$ cat src/sv/bcp_pkg.sv
// Shared types, constants and helpers for the box closest point / SDF unit.
// Used by the top level, front, queue and back modules; no dependencies.
`default_nettype none

package bcp_pkg;

    localparam int AXES       = 3;
    localparam int FIFO_DEPTH = 4;
    localparam int FIFO_AW    = $clog2(FIFO_DEPTH);
    localparam int FIFO_CW    = $clog2(FIFO_DEPTH + 1);

    // Pipe depths of the square root and divide units
    localparam int SQ_LAT  = 32;
    localparam int DIV_LAT = 15;

    // Unit vectors are Q2.14
    localparam logic [15:0] Q14_POS = 16'h4000;
    localparam logic [15:0] Q14_NEG = 16'hC000;

    localparam logic [30:0] HALF_EXT_RESET = 31'd3276800;
    localparam logic [15:0] EPS_RESET      = 16'd7;

    typedef enum logic [1:0] {
        CFG_HALF_X  = 2'd0,
        CFG_HALF_Y  = 2'd1,
        CFG_HALF_Z  = 2'd2,
        CFG_EPSILON = 2'd3
    } bcp_cfg_idx_t;

    typedef struct packed {
        logic signed [31:0] point_x;
        logic signed [31:0] point_y;
        logic signed [31:0] point_z;
    } bcp_in_t;

    typedef struct packed {
        logic               inside_res;
        logic signed [31:0] signed_distance;
        logic signed [15:0] gradient_x;
        logic signed [15:0] gradient_y;
        logic signed [15:0] gradient_z;
        logic signed [31:0] closest_x;
        logic signed [31:0] closest_y;
        logic signed [31:0] closest_z;
        logic signed [15:0] normal_x;
        logic signed [15:0] normal_y;
        logic signed [15:0] normal_z;
        logic [31:0]        surface_distance;
    } bcp_out_t;

    // Classified point, front to back
    typedef struct packed {
        logic                   in_box;
        logic signed [32:0]     mx_neg;     // min(max(q), 0)
        logic [2:0][31:0]       qc;         // max(q, 0) per axis
        logic [2:0]             gneg;       // p < 0
        logic [2:0][15:0]       gface;      // face-axis gradient
        logic [2:0][31:0]       nmag;       // |p - closest|
        logic [2:0]             nneg;       // p - closest < 0
        logic [2:0][15:0]       nface;      // face-axis normal
        logic [2:0][31:0]       closest;
    } bcp_item_t;

    typedef struct packed {
        logic      glin;                    // gradient from outside vector
        logic      nsel;                    // normal from face axis
        bcp_item_t item;
    } bcp_mid_t;

    typedef struct packed {
        logic             in_box;
        logic             glin;
        logic             nsel;
        logic [2:0]       gneg;
        logic [2:0]       nneg;
        logic [2:0][15:0] gface;
        logic [2:0][15:0] nface;
        logic [2:0][31:0] closest;
        logic [31:0]      sd;
        logic [31:0]      slen;
    } bcp_tail_t;

    function automatic logic [15:0] sign_q14(input logic is_zero, input logic is_neg);
        logic [15:0] v;
        if (is_zero)
        begin
            v = 16'h0000;
        end
        else if (is_neg)
        begin
            v = Q14_NEG;
        end
        else
        begin
            v = Q14_POS;
        end
        return v;
    endfunction

endpackage

`default_nettype wire

$ cat src/sv/bcp_fifo.sv
// Short request queue between the front and back halves.
// Depends on bcp_pkg for the item type and depth.
`default_nettype none

module bcp_fifo (
    input  wire logic               clk,
    input  wire logic               rst_n,
    input  wire logic               wr_valid,
    output logic                    wr_ready,
    input  wire bcp_pkg::bcp_item_t wr_item,
    output logic                    rd_valid,
    input  wire logic               rd_pop,
    output bcp_pkg::bcp_item_t      rd_item
);

    import bcp_pkg::*;

    bcp_item_t          mem_reg [FIFO_DEPTH];
    logic [FIFO_AW-1:0] wr_ptr_reg;
    logic [FIFO_AW-1:0] rd_ptr_reg;
    logic [FIFO_CW-1:0] count_reg;
    logic               do_wr;
    logic               do_rd;

    assign wr_ready = (count_reg != FIFO_CW'(FIFO_DEPTH));
    assign rd_valid = (count_reg != '0);
    assign do_wr    = wr_valid && wr_ready;
    assign do_rd    = rd_pop && rd_valid;
    assign rd_item  = mem_reg[rd_ptr_reg];

    always_ff @(posedge clk or negedge rst_n)
    begin
        if (!rst_n)
        begin
            wr_ptr_reg <= '0;
            rd_ptr_reg <= '0;
            count_reg  <= '0;
        end
        else
        begin
            if (do_wr)
            begin
                wr_ptr_reg <= FIFO_AW'(wr_ptr_reg + 1'b1);
            end
            if (do_rd)
            begin
                rd_ptr_reg <= FIFO_AW'(rd_ptr_reg + 1'b1);
            end
            if (do_wr && !do_rd)
            begin
                count_reg <= FIFO_CW'(count_reg + 1'b1);
            end
            else if (do_rd && !do_wr)
            begin
                count_reg <= FIFO_CW'(count_reg - 1'b1);
            end
        end
    end

    always_ff @(posedge clk)
    begin
        if (do_wr)
        begin
            mem_reg[wr_ptr_reg] <= wr_item;
        end
    end

endmodule

`default_nettype wire

$ cat config.mk
export PLATFORM = sky130hd
export DESIGN_NAME = bcp_fifo
export DESIGN_NICKNAME = d
export VERILOG_FILES = /design/src/sv/bcp_pkg.sv /design/src/sv/bcp_fifo.sv
export SDC_FILE = /design/constraint.sdc
export NUM_CORES = 1
export LEC_CHECK = 0
export BUFFER_PORTS_ARGS = -buffer_cell sky130_fd_sc_hd__buf_2
export CORE_MARGIN = 2
export CORE_UTILIZATION = 51
export DETAILED_ROUTE_END_ITERATION = 10
export PLACE_DENSITY = 0.83
export SLEW_MARGIN = 20
export SYNTH_ARGS = -nofsm -noshare
export SYNTH_HDL_FRONTEND = slang
export SYNTH_SLANG_ARGS = --single-unit
$ cat constraint.sdc
create_clock -name clk -period 11.2 [get_ports clk]
set_input_delay 2.24 -clock clk [delete_from_list [all_inputs] [get_ports clk]]
set_output_delay 2.24 -clock clk [all_outputs]
set_load 0.02 [all_outputs]
==> results by group <==
Timing
  • Unrepaired setup endpoints after global routing: false
  • Final hold slack: roughly 530 ps
  • Fin. Hold Viols: 0
  • Fin crit period: ~6400 ps
  • Worst setup margin: around 4800 ps
  • Max-slew violation count: 0
  • TNS Setup: 0 ps
  • Headroom to the max-slew limit: 0.267
  • Fmax: around 0.16 GHz
  • Skew final: 28.1 ps
  • Period utilization: 0.572
  • Worst slew pin tran: 1100 ps
  • Final setup fails: 0

Layout
  • Post-layout instance area: 0.0728 mm²
  • Fill count: between 7000 and 8000
  • Number of flip-flops in the largest register: about 1700
  • Fin util: 0.608
  • Final Non-Filler Cells: around 5000
  • Layout Nets: around 3600
  • Layout cells sized above 1: 0.461
  • Synth-to-Final Area Change: 18.5%

Routing
  • DR WL/cell: roughly 29 µm
  • DR vias/cell: roughly 5.8
  • Vias: about 29000
  • Wirelength, routed: 144 mm
  • DRC: 0
  • Drt first pass iters: 5
  • Routed Antenna Nets: 0
  • Initial drt markers: a little under 3000

Job
  • Max cap viols: 0

Yosys
  • Main combinational cell family by area after synthesis: multiplexers
  • Post-Synth Adder-Cell Area: 0.00134
  • Post-synthesis xor/xnor area fraction: 0.000855
  • Syn Area/Cell: 27.3 µm²
  • Mapped Cells: around 2300
  • Yosys warning count: 0
  • Syn nets: approximately 2700
  • Post-synthesis mux area share: 0.156
  • Synth Area in Simple Gates: 0.000835
  • Synth cell types: 19
  • Synthesized flop and latch total: approximately 1700
  • Sequential area share after synthesis: 0.832
  • Netlist Area Pre-Place: approximately 0.061 mm²
  • Compound-Gate Fraction of Synth Area: 0.000122

Place
  • Port Buffers: about 850
  • DP Worst Slack: ~5500 ps
  • # placed instances: approximately 4700
  • Area after DPL: 0.0676 mm²
  • Routability cong.: between 0.7 and 0.8
  • HPWL reported at the end of detailed placement: ~82 mm

CTS
  • Clock sink count: between 1500 and 2000
  • Clock transition at path regs: roughly 60 ps
  • CTS max path bufs: 3
  • Worst-Skew Late Latency: around 820 ps
  • H-tree depth: 4
  • CTS buffer count: ~160
  • CTS tree: built
  • Post-CTS sizing: 0
  • CTS Root Cell: clkbuf_16
  • Postcts setup bufs: 0
  • Cts hold-fix bufs: 0

Min path
  • Hold Path End: count_reg[2]
  • Hold Path Class: reg -> reg
  • HP Start: count_reg[2]
  • WHS Path Cells: 1

GRT
  • Maximum number of pins on one net before global-route repair: around 150
  • Antenna violations before repair: 65
  • Grt total ovfl: 0
  • Total track usage: 0.230
  • Vias in the first global route: 30200
  • First-pass GRT wire length: around 200 mm

Floorplanning
  • I/O pin count: 854
  • Core area: 0.120 mm²
  • Site Rows: around 130
  • Starting Density: 0.514
  • Die area: 0.123 mm²
  • Die height: 351 µm
  • Chip width: around 350 µm

Power
  • Leak: between 20 and 25 nW
  • Pwr per Cell Area: 284 mW/mm²
  • Tot Pwr: around 21 mW
  • Maximum VDD drop: approximately 0.32 mV

Run status
  • Status: finished clean

Setup path
  • CP top delay family: buffers and inverters
  • Startpoint Class: flip-flop
  • Critical-path maximum fanout: 47
  • Crit path arrival time: ~4200 ps
  • CP Capture Type: output port
  • CP Cell Sequence: buf_4 -> buf_4 -> mux4_2 -> buf_2
  • CP max-delay cell: dfrtp_4
  • Most numerous cell on the critical path: buf_4
  • CP bufs+invs: 3
  • Max incr delay on CP: approximately 1000 ps
  • Worst r2r dst: mem_reg[1][296]
  • Worst reg2reg path depth: 5
  • R2r startpoint: count_reg[0]
  • R2r setup slk: 7230 ps
  • CP Data Required Time: about 9000 ps
  • WS Path Type: reg -> out
## worst reg2reg max path, stage by stage (launching register included)
cell      delay, ps
dfrtp_1         430
nor2_1          100
a21boi_1        540
and2_4          830
buf_4           710
buf_4           890
## kinds of logic after synthesis
| family | Yosys count |
|---|---|
| AND/OR/NAND/NOR | 10 |
| flip-flops | 1703 |
| buffers and inverters | 98 |
| AO/OA/AOI/OAI | 1 |
| adder cells (fa/ha/maj) | 6 |
| XOR/XNOR | 6 |
| multiplexers | 426 |
## how the worst max path moves through the flow
| stage | from | endpoint | slack [ps] | cells past startpoint |
|---|---|---|---|---|
| floorplan | wr_valid | mem_reg[1][0] | -1860 | 2 |
| global placement | rd_ptr_reg[0] | rd_item[293] | 5500 | 4 |
| detailed placement | rd_ptr_reg[0] | rd_item[369] | 5510 | 4 |
| CTS | rd_ptr_reg[0] | rd_item[364] | 4590 | 4 |
| global route | rd_ptr_reg[0] | rd_item[362] | 4430 | 4 |
| finish | rd_ptr_reg[0] | rd_item[286] | 4800 | 4 |
## where the power goes
group,leakage (nW),switching (mW),internal [mW]
sequential,15.6,0.419,8.44
combinational,6.37,4.11,2.46
clock,2.47,2.37,2.89
## routing by layer
metal / up-vias / global-route usage / wire [µm]
li1: 11800 / - / -
met1: 15200 / 0.261 / 48000
met2: 1451 / 0.397 / 76500
met3: 326 / 0.0768 / 13500
met4: 46 / 0.0995 / 5370
met5: - / 0 / 320
## area by class of cell
class	instances	area, µm²	share of cell area
diodes	45	113	0.00155
repair buffers	884	4660	0.0641
clock buffers	200	4220	0.0579
well taps	1612	2020	0.0277
inverters	3	11.3	0.000155
multi-input cells	449	9780	0.134
clock inverters	92	895	0.0123
flip-flops and latches	1703	51100	0.702
## Yosys cell counts (all sizes together)
library cell,count,area (µm²)
a21boi,1,7.51
and2,4,25.0
buf,80,519
clkbuf,15,56.3
dfrtp,7,175
edfxtp,1696,50900
fa,1,20.0
ha,5,62.6
inv,3,11.3
mux2,2,22.5
mux4,424,9550
nand2,2,7.51
nand3,1,5.00
nor2,2,7.51
or3,1,6.26
xnor2,4,35.0
xor2,2,17.5
## cells in the final DEF, fill, tap and decap left out
cell type and count:
nand2_1 2, buf_12 13, diode_2 45, xnor2_1 4, clkinv_8 4, edfxtp_1 1696, xor2_1 2, clkinv_16 7
nand3_1 1, dfrtp_1 5, a21boi_1 1, clkinv_4 3, or3_1 1, inv_6 5, buf_4 18, dfrtp_4 2
nor2_1 2, buf_2 853, and2_4 4, clkbuf_1 37, bufinv_16 8, clkinv_2 24, clkbuf_16 163, mux4_2 424
clkinv_1 35, fa_1 1, inv_1 3, ha_1 5, clkinvlp_4 5, inv_16 1, mux2_2 2
(Power assumes the default switching activity.)
