$ cat src/sv/bcp_pkg.sv
// Shared types, constants and helpers for the box closest point / SDF unit.
// Used by the top level, front, queue and back modules; no dependencies.
`default_nettype none

package bcp_pkg;

    localparam int AXES       = 3;
    localparam int FIFO_DEPTH = 4;
    localparam int FIFO_AW    = $clog2(FIFO_DEPTH);
    localparam int FIFO_CW    = $clog2(FIFO_DEPTH + 1);

    // Pipe depths of the square root and divide units
    localparam int SQ_LAT  = 32;
    localparam int DIV_LAT = 15;

    // Unit vectors are Q2.14
    localparam logic [15:0] Q14_POS = 16'h4000;
    localparam logic [15:0] Q14_NEG = 16'hC000;

    localparam logic [30:0] HALF_EXT_RESET = 31'd3276800;
    localparam logic [15:0] EPS_RESET      = 16'd7;

    typedef enum logic [1:0] {
        CFG_HALF_X  = 2'd0,
        CFG_HALF_Y  = 2'd1,
        CFG_HALF_Z  = 2'd2,
        CFG_EPSILON = 2'd3
    } bcp_cfg_idx_t;

    typedef struct packed {
        logic signed [31:0] point_x;
        logic signed [31:0] point_y;
        logic signed [31:0] point_z;
    } bcp_in_t;

    typedef struct packed {
        logic               inside_res;
        logic signed [31:0] signed_distance;
        logic signed [15:0] gradient_x;
        logic signed [15:0] gradient_y;
        logic signed [15:0] gradient_z;
        logic signed [31:0] closest_x;
        logic signed [31:0] closest_y;
        logic signed [31:0] closest_z;
        logic signed [15:0] normal_x;
        logic signed [15:0] normal_y;
        logic signed [15:0] normal_z;
        logic [31:0]        surface_distance;
    } bcp_out_t;

    // Classified point, front to back
    typedef struct packed {
        logic                   in_box;
        logic signed [32:0]     mx_neg;     // min(max(q), 0)
        logic [2:0][31:0]       qc;         // max(q, 0) per axis
        logic [2:0]             gneg;       // p < 0
        logic [2:0][15:0]       gface;      // face-axis gradient
        logic [2:0][31:0]       nmag;       // |p - closest|
        logic [2:0]             nneg;       // p - closest < 0
        logic [2:0][15:0]       nface;      // face-axis normal
        logic [2:0][31:0]       closest;
    } bcp_item_t;

    typedef struct packed {
        logic      glin;                    // gradient from outside vector
        logic      nsel;                    // normal from face axis
        bcp_item_t item;
    } bcp_mid_t;

    typedef struct packed {
        logic             in_box;
        logic             glin;
        logic             nsel;
        logic [2:0]       gneg;
        logic [2:0]       nneg;
        logic [2:0][15:0] gface;
        logic [2:0][15:0] nface;
        logic [2:0][31:0] closest;
        logic [31:0]      sd;
        logic [31:0]      slen;
    } bcp_tail_t;

    function automatic logic [15:0] sign_q14(input logic is_zero, input logic is_neg);
        logic [15:0] v;
        if (is_zero)
        begin
            v = 16'h0000;
        end
        else if (is_neg)
        begin
            v = Q14_NEG;
        end
        else
        begin
            v = Q14_POS;
        end
        return v;
    endfunction

endpackage

`default_nettype wire

$ cat src/sv/bcp_front.sv
// Front end: takes query points and classifies them against the box in two stages.
// Depends on bcp_pkg.
`default_nettype none

module bcp_front (
    input  wire logic                    clk,
    input  wire logic                    rst_n,
    input  wire logic                    push,
    output logic                         full,
    input  wire bcp_pkg::bcp_in_t        point,
    input  wire logic [2:0][30:0]        ext,
    input  wire logic [15:0]             eps,
    output logic                         item_valid,
    input  wire logic                    item_ready,
    output bcp_pkg::bcp_item_t           item
);

    import bcp_pkg::*;

    logic               f1_valid_reg;
    logic signed [31:0] f1_p_reg    [AXES];
    logic signed [32:0] f1_q_reg    [AXES];
    logic [AXES-1:0]    f1_near_reg;
    logic               f2_valid_reg;
    bcp_item_t          item_reg;
    bcp_item_t          item_next;

    logic               f1_ready;
    logic               f2_ready;
    logic signed [31:0] pv [AXES];
    logic [31:0]        ap [AXES];
    logic signed [32:0] qv [AXES];
    logic [AXES-1:0]    near;

    assign f2_ready = !f2_valid_reg || item_ready;
    assign f1_ready = !f1_valid_reg || f2_ready;
    assign full     = !f1_ready;

    // Stage 1: |p|, q = |p| - e, near-face test
    always_comb
    begin
        pv[0] = point.point_x;
        pv[1] = point.point_y;
        pv[2] = point.point_z;
        for (int i = 0; i < AXES; i++)
        begin
            ap[i]   = pv[i][31] ? 32'(~pv[i] + 32'sd1) : 32'(pv[i]);
            qv[i]   = $signed(33'({1'b0, ap[i]}) - 33'({2'b00, ext[i]}));
            near[i] = (33'({1'b0, ap[i]}) + 33'(eps)) >= 33'({2'b00, ext[i]});
        end
    end

    always_ff @(posedge clk or negedge rst_n)
    begin
        if (!rst_n)
        begin
            f1_valid_reg <= 1'b0;
            f2_valid_reg <= 1'b0;
        end
        else
        begin
            if (f1_ready)
            begin
                f1_valid_reg <= push;
            end
            if (f2_ready)
            begin
                f2_valid_reg <= f1_valid_reg;
            end
        end
    end

    always_ff @(posedge clk)
    begin
        if (f1_ready && push)
        begin
            for (int i = 0; i < AXES; i++)
            begin
                f1_p_reg[i] <= pv[i];
                f1_q_reg[i] <= qv[i];
            end
            f1_near_reg <= near;
        end
        if (f2_ready)
        begin
            item_reg <= item_next;
        end
    end

    // Stage 2: nearest face, closest point, offset vector and face fallbacks
    always_comb
    begin
        logic [AXES-1:0]    ax;
        logic [AXES-1:0]    outs;
        logic [AXES-1:0]    pushed;
        logic [AXES-1:0]    pneg;
        logic [AXES-1:0]    pzero;
        logic [AXES-1:0]    ncond;
        logic [AXES-1:0]    czero;
        logic [AXES-1:0]    cneg;
        logic signed [32:0] mx;
        logic [31:0]        e_pos;
        logic [31:0]        e_neg;
        logic               in_box;

        ax[0] = (f1_q_reg[0] >= f1_q_reg[1]) && (f1_q_reg[0] >= f1_q_reg[2]);
        ax[1] = !ax[0] && (f1_q_reg[1] >= f1_q_reg[0]) && (f1_q_reg[1] >= f1_q_reg[2]);
        ax[2] = !ax[0] && !ax[1];
        mx    = ax[0] ? f1_q_reg[0] : (ax[1] ? f1_q_reg[1] : f1_q_reg[2]);

        for (int i = 0; i < AXES; i++)
        begin
            outs[i]  = !f1_q_reg[i][32] && (f1_q_reg[i] != 33'sd0);
            pneg[i]  = f1_p_reg[i][31];
            pzero[i] = (f1_p_reg[i] == 32'sd0);
        end
        in_box = (outs == '0);

        item_next        = '0;
        item_next.in_box = in_box;
        item_next.mx_neg = mx[32] ? mx : 33'sd0;

        for (int i = 0; i < AXES; i++)
        begin
            pushed[i] = in_box && ax[i];
            e_pos     = {1'b0, ext[i]};
            e_neg     = 32'(32'd0 - e_pos);

            item_next.qc[i]    = outs[i] ? f1_q_reg[i][31:0] : 32'd0;
            item_next.gneg[i]  = pneg[i];
            item_next.gface[i] = ax[i] ? sign_q14(pzero[i], pneg[i]) : 16'h0000;

            if (pushed[i])
            begin
                item_next.closest[i] = (!pneg[i] && !pzero[i]) ? e_pos : e_neg;
                item_next.nmag[i]    = 32'(33'sd0 - f1_q_reg[i]);
            end
            else if (outs[i])
            begin
                item_next.closest[i] = pneg[i] ? e_neg : e_pos;
                item_next.nmag[i]    = f1_q_reg[i][31:0];
            end
            else
            begin
                item_next.closest[i] = f1_p_reg[i];
                item_next.nmag[i]    = 32'd0;
            end
            item_next.nneg[i] = in_box ? (!pneg[i] && !pzero[i]) : pneg[i];

            ncond[i] = outs[i] || pushed[i] || f1_near_reg[i];
            czero[i] = (pushed[i] || outs[i]) ? (ext[i] == 31'd0) : pzero[i];
            cneg[i]  = pushed[i] ? !(!pneg[i] && !pzero[i]) : pneg[i];
        end

        // first axis whose closest coordinate sits within epsilon of its face, else the z axis
        if (ncond[0])
        begin
            item_next.nface[0] = sign_q14(czero[0], cneg[0]);
        end
        else if (ncond[1])
        begin
            item_next.nface[1] = sign_q14(czero[1], cneg[1]);
        end
        else
        begin
            item_next.nface[2] = sign_q14(czero[2], cneg[2]);
        end
    end

    assign item_valid = f2_valid_reg;
    assign item       = item_reg;

endmodule

`default_nettype wire

$ cat config.mk
export PLATFORM = sky130hd
export DESIGN_NAME = bcp_front
export DESIGN_NICKNAME = d
export VERILOG_FILES = /design/src/sv/bcp_pkg.sv /design/src/sv/bcp_front.sv
export SDC_FILE = /design/constraint.sdc
export NUM_CORES = 2
export LEC_CHECK = 0
export BUFFER_PORTS_ARGS = -buffer_cell sky130_fd_sc_hd__buf_2
export CAP_MARGIN = 20
export CORE_ASPECT_RATIO = 0.6
export CORE_MARGIN = 2
export CORE_UTILIZATION = 40
export DETAILED_ROUTE_END_ITERATION = 8
export GPL_ROUTABILITY_DRIVEN = 0
export SLEW_MARGIN = 25
export SYNTH_ARGS = -nofsm -noshare
export SYNTH_HDL_FRONTEND = slang
export SYNTH_SLANG_ARGS = --single-unit
$ cat constraint.sdc
create_clock -name clk -period 23.1 [get_ports clk]
set_clock_uncertainty 0.2 [all_clocks]
set_input_delay 5.775 -clock clk [delete_from_list [all_inputs] [get_ports clk]]
set_output_delay 5.775 -clock clk [all_outputs]
set_load 0.05 [all_outputs]
==> summary.md <==
| Metric | Value |
|---|---|
| Status | finished clean |
| Row Count | 87 |
| Number of global-route vias before repair | 30700 |
| Clk root buf | clkbuf_16 |
| Slowest stage delay, CP | 0.26 ns |
| Combinational Power Share | 0.384 |
| Top cells by count, synth | edfxtp_1, nor2_1, xnor2_1 |
| DRC viols | 0 |
| Slowest-stage cell, CP | buf_2 |
| Switching Power | 1.65 mW |
| DRT iter0 DRCs | 2917 |
| Max clock buf depth | 3 |
| Sequential group share of total power | 0.367 |
| Number of flip-flops in the largest register | 340 |
| TritonCTS clock tree | built |
| Relative slew slack | 0.205 |
| Pint | 2.28 mW |
| Count leader, synth | edfxtp_1 |
| Max Transition Viols Final | 0 |
| Fillers | 8963 |
| Largest net degree at the start of global routing | 161 |
| Clk pwr share | 0.249 |
| Cells after Synth | 3919 |
| Routed via count | 32600 |
| Multi-input logic area | 20100 um2 |
| Final hold vios | 0 |
| Unique masters post-synth | 84 |
| WL final | 136000 um |
| Setup_tns | 0 ns |
| Hold Path Depth | 1 |
| Grt total ovfl | 0 |
| Register area share after synthesis | 0.426 |
| Drt first pass iters | 7 |
| Clock-pin slew on the worst setup and hold paths | 0.06 ns |
| Initial antenna violation count | 11 |
| # IOs | 635 |
| First-pass GRT wire length | 199000 um |
| Reg2Reg Depth | 15 |
| TritonCTS Sinks | 539 |
| Tmin final | 12.41 ns |
| Vias/cell | 5.70 |
| Worst-Margin Slew | 1.19 ns |
| Max-cap violations | 0 |
| Core area | 94100 um2 |
| Synth area leader | edfxtp_1 |
| Setup violators final | 0 |
| Post-synth EDFFs | 537 |
| Die width | 402 um |
| Synthesis Warnings | 0 |
| RSZ-0062 raised after global routing | false |
| Netlist Area Pre-Place | 38000 um2 |
| Register area | 16200 um2 |
| Port bufs | 550 |
| Routed len/inst | 23.8 um |
| Crit Path Max Fanout | 3 |
| Crit start category | primary input |
| HPWL after DPL | 105000 um |
| Async SR Flop Fraction | 0.00371 |
| Maximum vdd drop | 0.0000523 V |
| Top post-synthesis cells by area | edfxtp_1, ha_1, xnor2_1, o21ai_0, nor2_1 |
| Top_reg_cell synth | edfxtp_1 |
| PostCTS Resize Cnt | 0 |
| Top cell type's share of synthesized area | 0.424 |
| Fin nets | 4939 |
| CP Data Required Time | 17.12 ns |
| Crit-path cells | buf_2, nand3b_1, inv_1, buf_2 |
| Syn-to-layout area delta | 15.3% |
| # H-tree levels | 2 |
| Clk_lat worst skew | 0.65 ns |
| Layout cells sized above 1 | 0.164 |
| Post-CTS Setup Bufs | 0 |
| Worst Setup End Kind | primary output |
| CP dominant cell by count | buf_2 |
| Tot Pwr | 3.93 mW |
| Global Route Usage Sum | 0.269 |
| Hold buffer count at cts | 0 |
| Crit path DAT | 6.43 ns |
| DRT antenna net count | 0 |
| Initial Util | 0.404 |
| Static Leak | 17.9 nW |
| Die Y | 243 um |
| Cell Pwr Density | 89.7 nW/um2 |
| Full die area | 97600 um2 |
| FMAX | 0.0806 GHz |
| Total CTS buffers | 56 |
| HP Class | flip-flop to flip-flop |
| Switching portion of total power | 0.419 |
| Crit share post-route | 0.537 |
| Avg Inst Size Synth | 9.70 um2 |
| Worst Path Class, Setup | primary input to primary output |
| Synth Register Bits | 539 |
[through the flow]
stage | setup WS (ns) | utilization | area [um2] | hold slack (ns) | instances
floorplan | 8.22 | - | 38300 | 0.235 | 4002
finish | 10.69 | 0.466 | 43800 | 0.265 | 5724
CTS | 10.69 | 0.466 | 43800 | 0.266 | 5722
global placement | 10.69 | 0.445 | 41900 | 0.246 | 5616
global route | 10.65 | 0.466 | 43800 | 0.299 | 5723
detailed placement | 10.69 | 0.445 | 41900 | 0.250 | 5617
[final timing paths]
path | end | start | slack [ns]
setup / recovery | full | item_ready | 10.69
hold / removal | item_valid$_DFFE_PN0P_ | f1_valid_reg$_DFFE_PN0N_ | 0.26
setup reg to reg | item[64]$_DFFE_PP_ | f1_q_reg[0][0]$_DFFE_PP_ | 16.16
hold reg to reg | item_valid$_DFFE_PN0P_ | f1_valid_reg$_DFFE_PN0N_ | 0.26
max in group asynchronous | item_valid$_DFFE_PN0P_ | rst_n | 17.89
min in group asynchronous | f1_valid_reg$_DFFE_PN0N_ | rst_n | 4.71
[logic make-up (layout without fill, tap and decap cells)]
kind of cell / after synthesis / after routing / synth area share
AND/OR/NAND/NOR: 1223 / 1223 / 0.159
AO/OA/AOI/OAI: 986 / 986 / 0.168
flip-flops: 539 / 539 / 0.426
buffers and inverters: 481 / 956 / 0.0564
XOR/XNOR: 353 / 353 / 0.0814
adder cells (fa/ha/maj): 300 / 300 / 0.0998
multiplexers: 36 / 36 / 0.00951
other: 1 / 85 / 0.0000987
[metal layers]
layer	global-route usage	vias up	routed length [um]
met2	0.394	1256	57100
li1	-	15400	-
met4	0.0977	2	5410
met5	0	-	11
met1	0.385	15700	62000
met3	0.0609	222	11500
[final cells by class]
| cell class | instances | share of cell area |
|---|---|---|
| Multi-Input combinational cell | 2982 | 0.458 |
| Sequential cell | 539 | 0.369 |
| Timing Repair Buffer | 593 | 0.0711 |
| Tap cell | 1246 | 0.0356 |
| Clock buffer | 66 | 0.0333 |
| Inverter | 258 | 0.0221 |
| Clock inverter | 39 | 0.0104 |
| Antenna cell | 1 | 0.0000571 |
[critical path, delay by kind of cell]
family / cells / cell delay [ns]
buffers and inverters: 3 / 0.45
AND/OR/NAND/NOR: 1 / 0.21
[power groups by stage]
| stage | combinational (mW) | clock, mW | sequential [mW] |
|---|---|---|---|
| 6_report | 1.51 | 0.978 | 1.44 |
| 5_1_grt | 1.62 | 1.04 | 1.46 |
| 4_1_cts | 1.50 | 0.999 | 1.44 |
| 3_5_place_dp | 1.49 | 0 | 1.46 |
| 3_3_place_gp | 1.48 | 0 | 1.46 |
| 2_1_floorplan | 0.712 | 0 | 1.80 |
[cell usage in the layout, fill, tap and decap left out, types with 49 or more instances in the layout]
cell and n:
nor2_1 307, o21ai_0 268, ha_1 295, buf_2 551, nor2b_1 49, o31ai_1 76, edfxtp_1 537, nand2_1 293
nor4_1 68, nor3_1 110, xor2_1 52, o211ai_1 73, nand3_1 96, nand4_1 55, xnor2_1 301, inv_1 256
a21oi_1 195, clkbuf_16 57, or3_1 61, conb_1 84, a21o_1 79
Power figures use the tool's default switching activity.
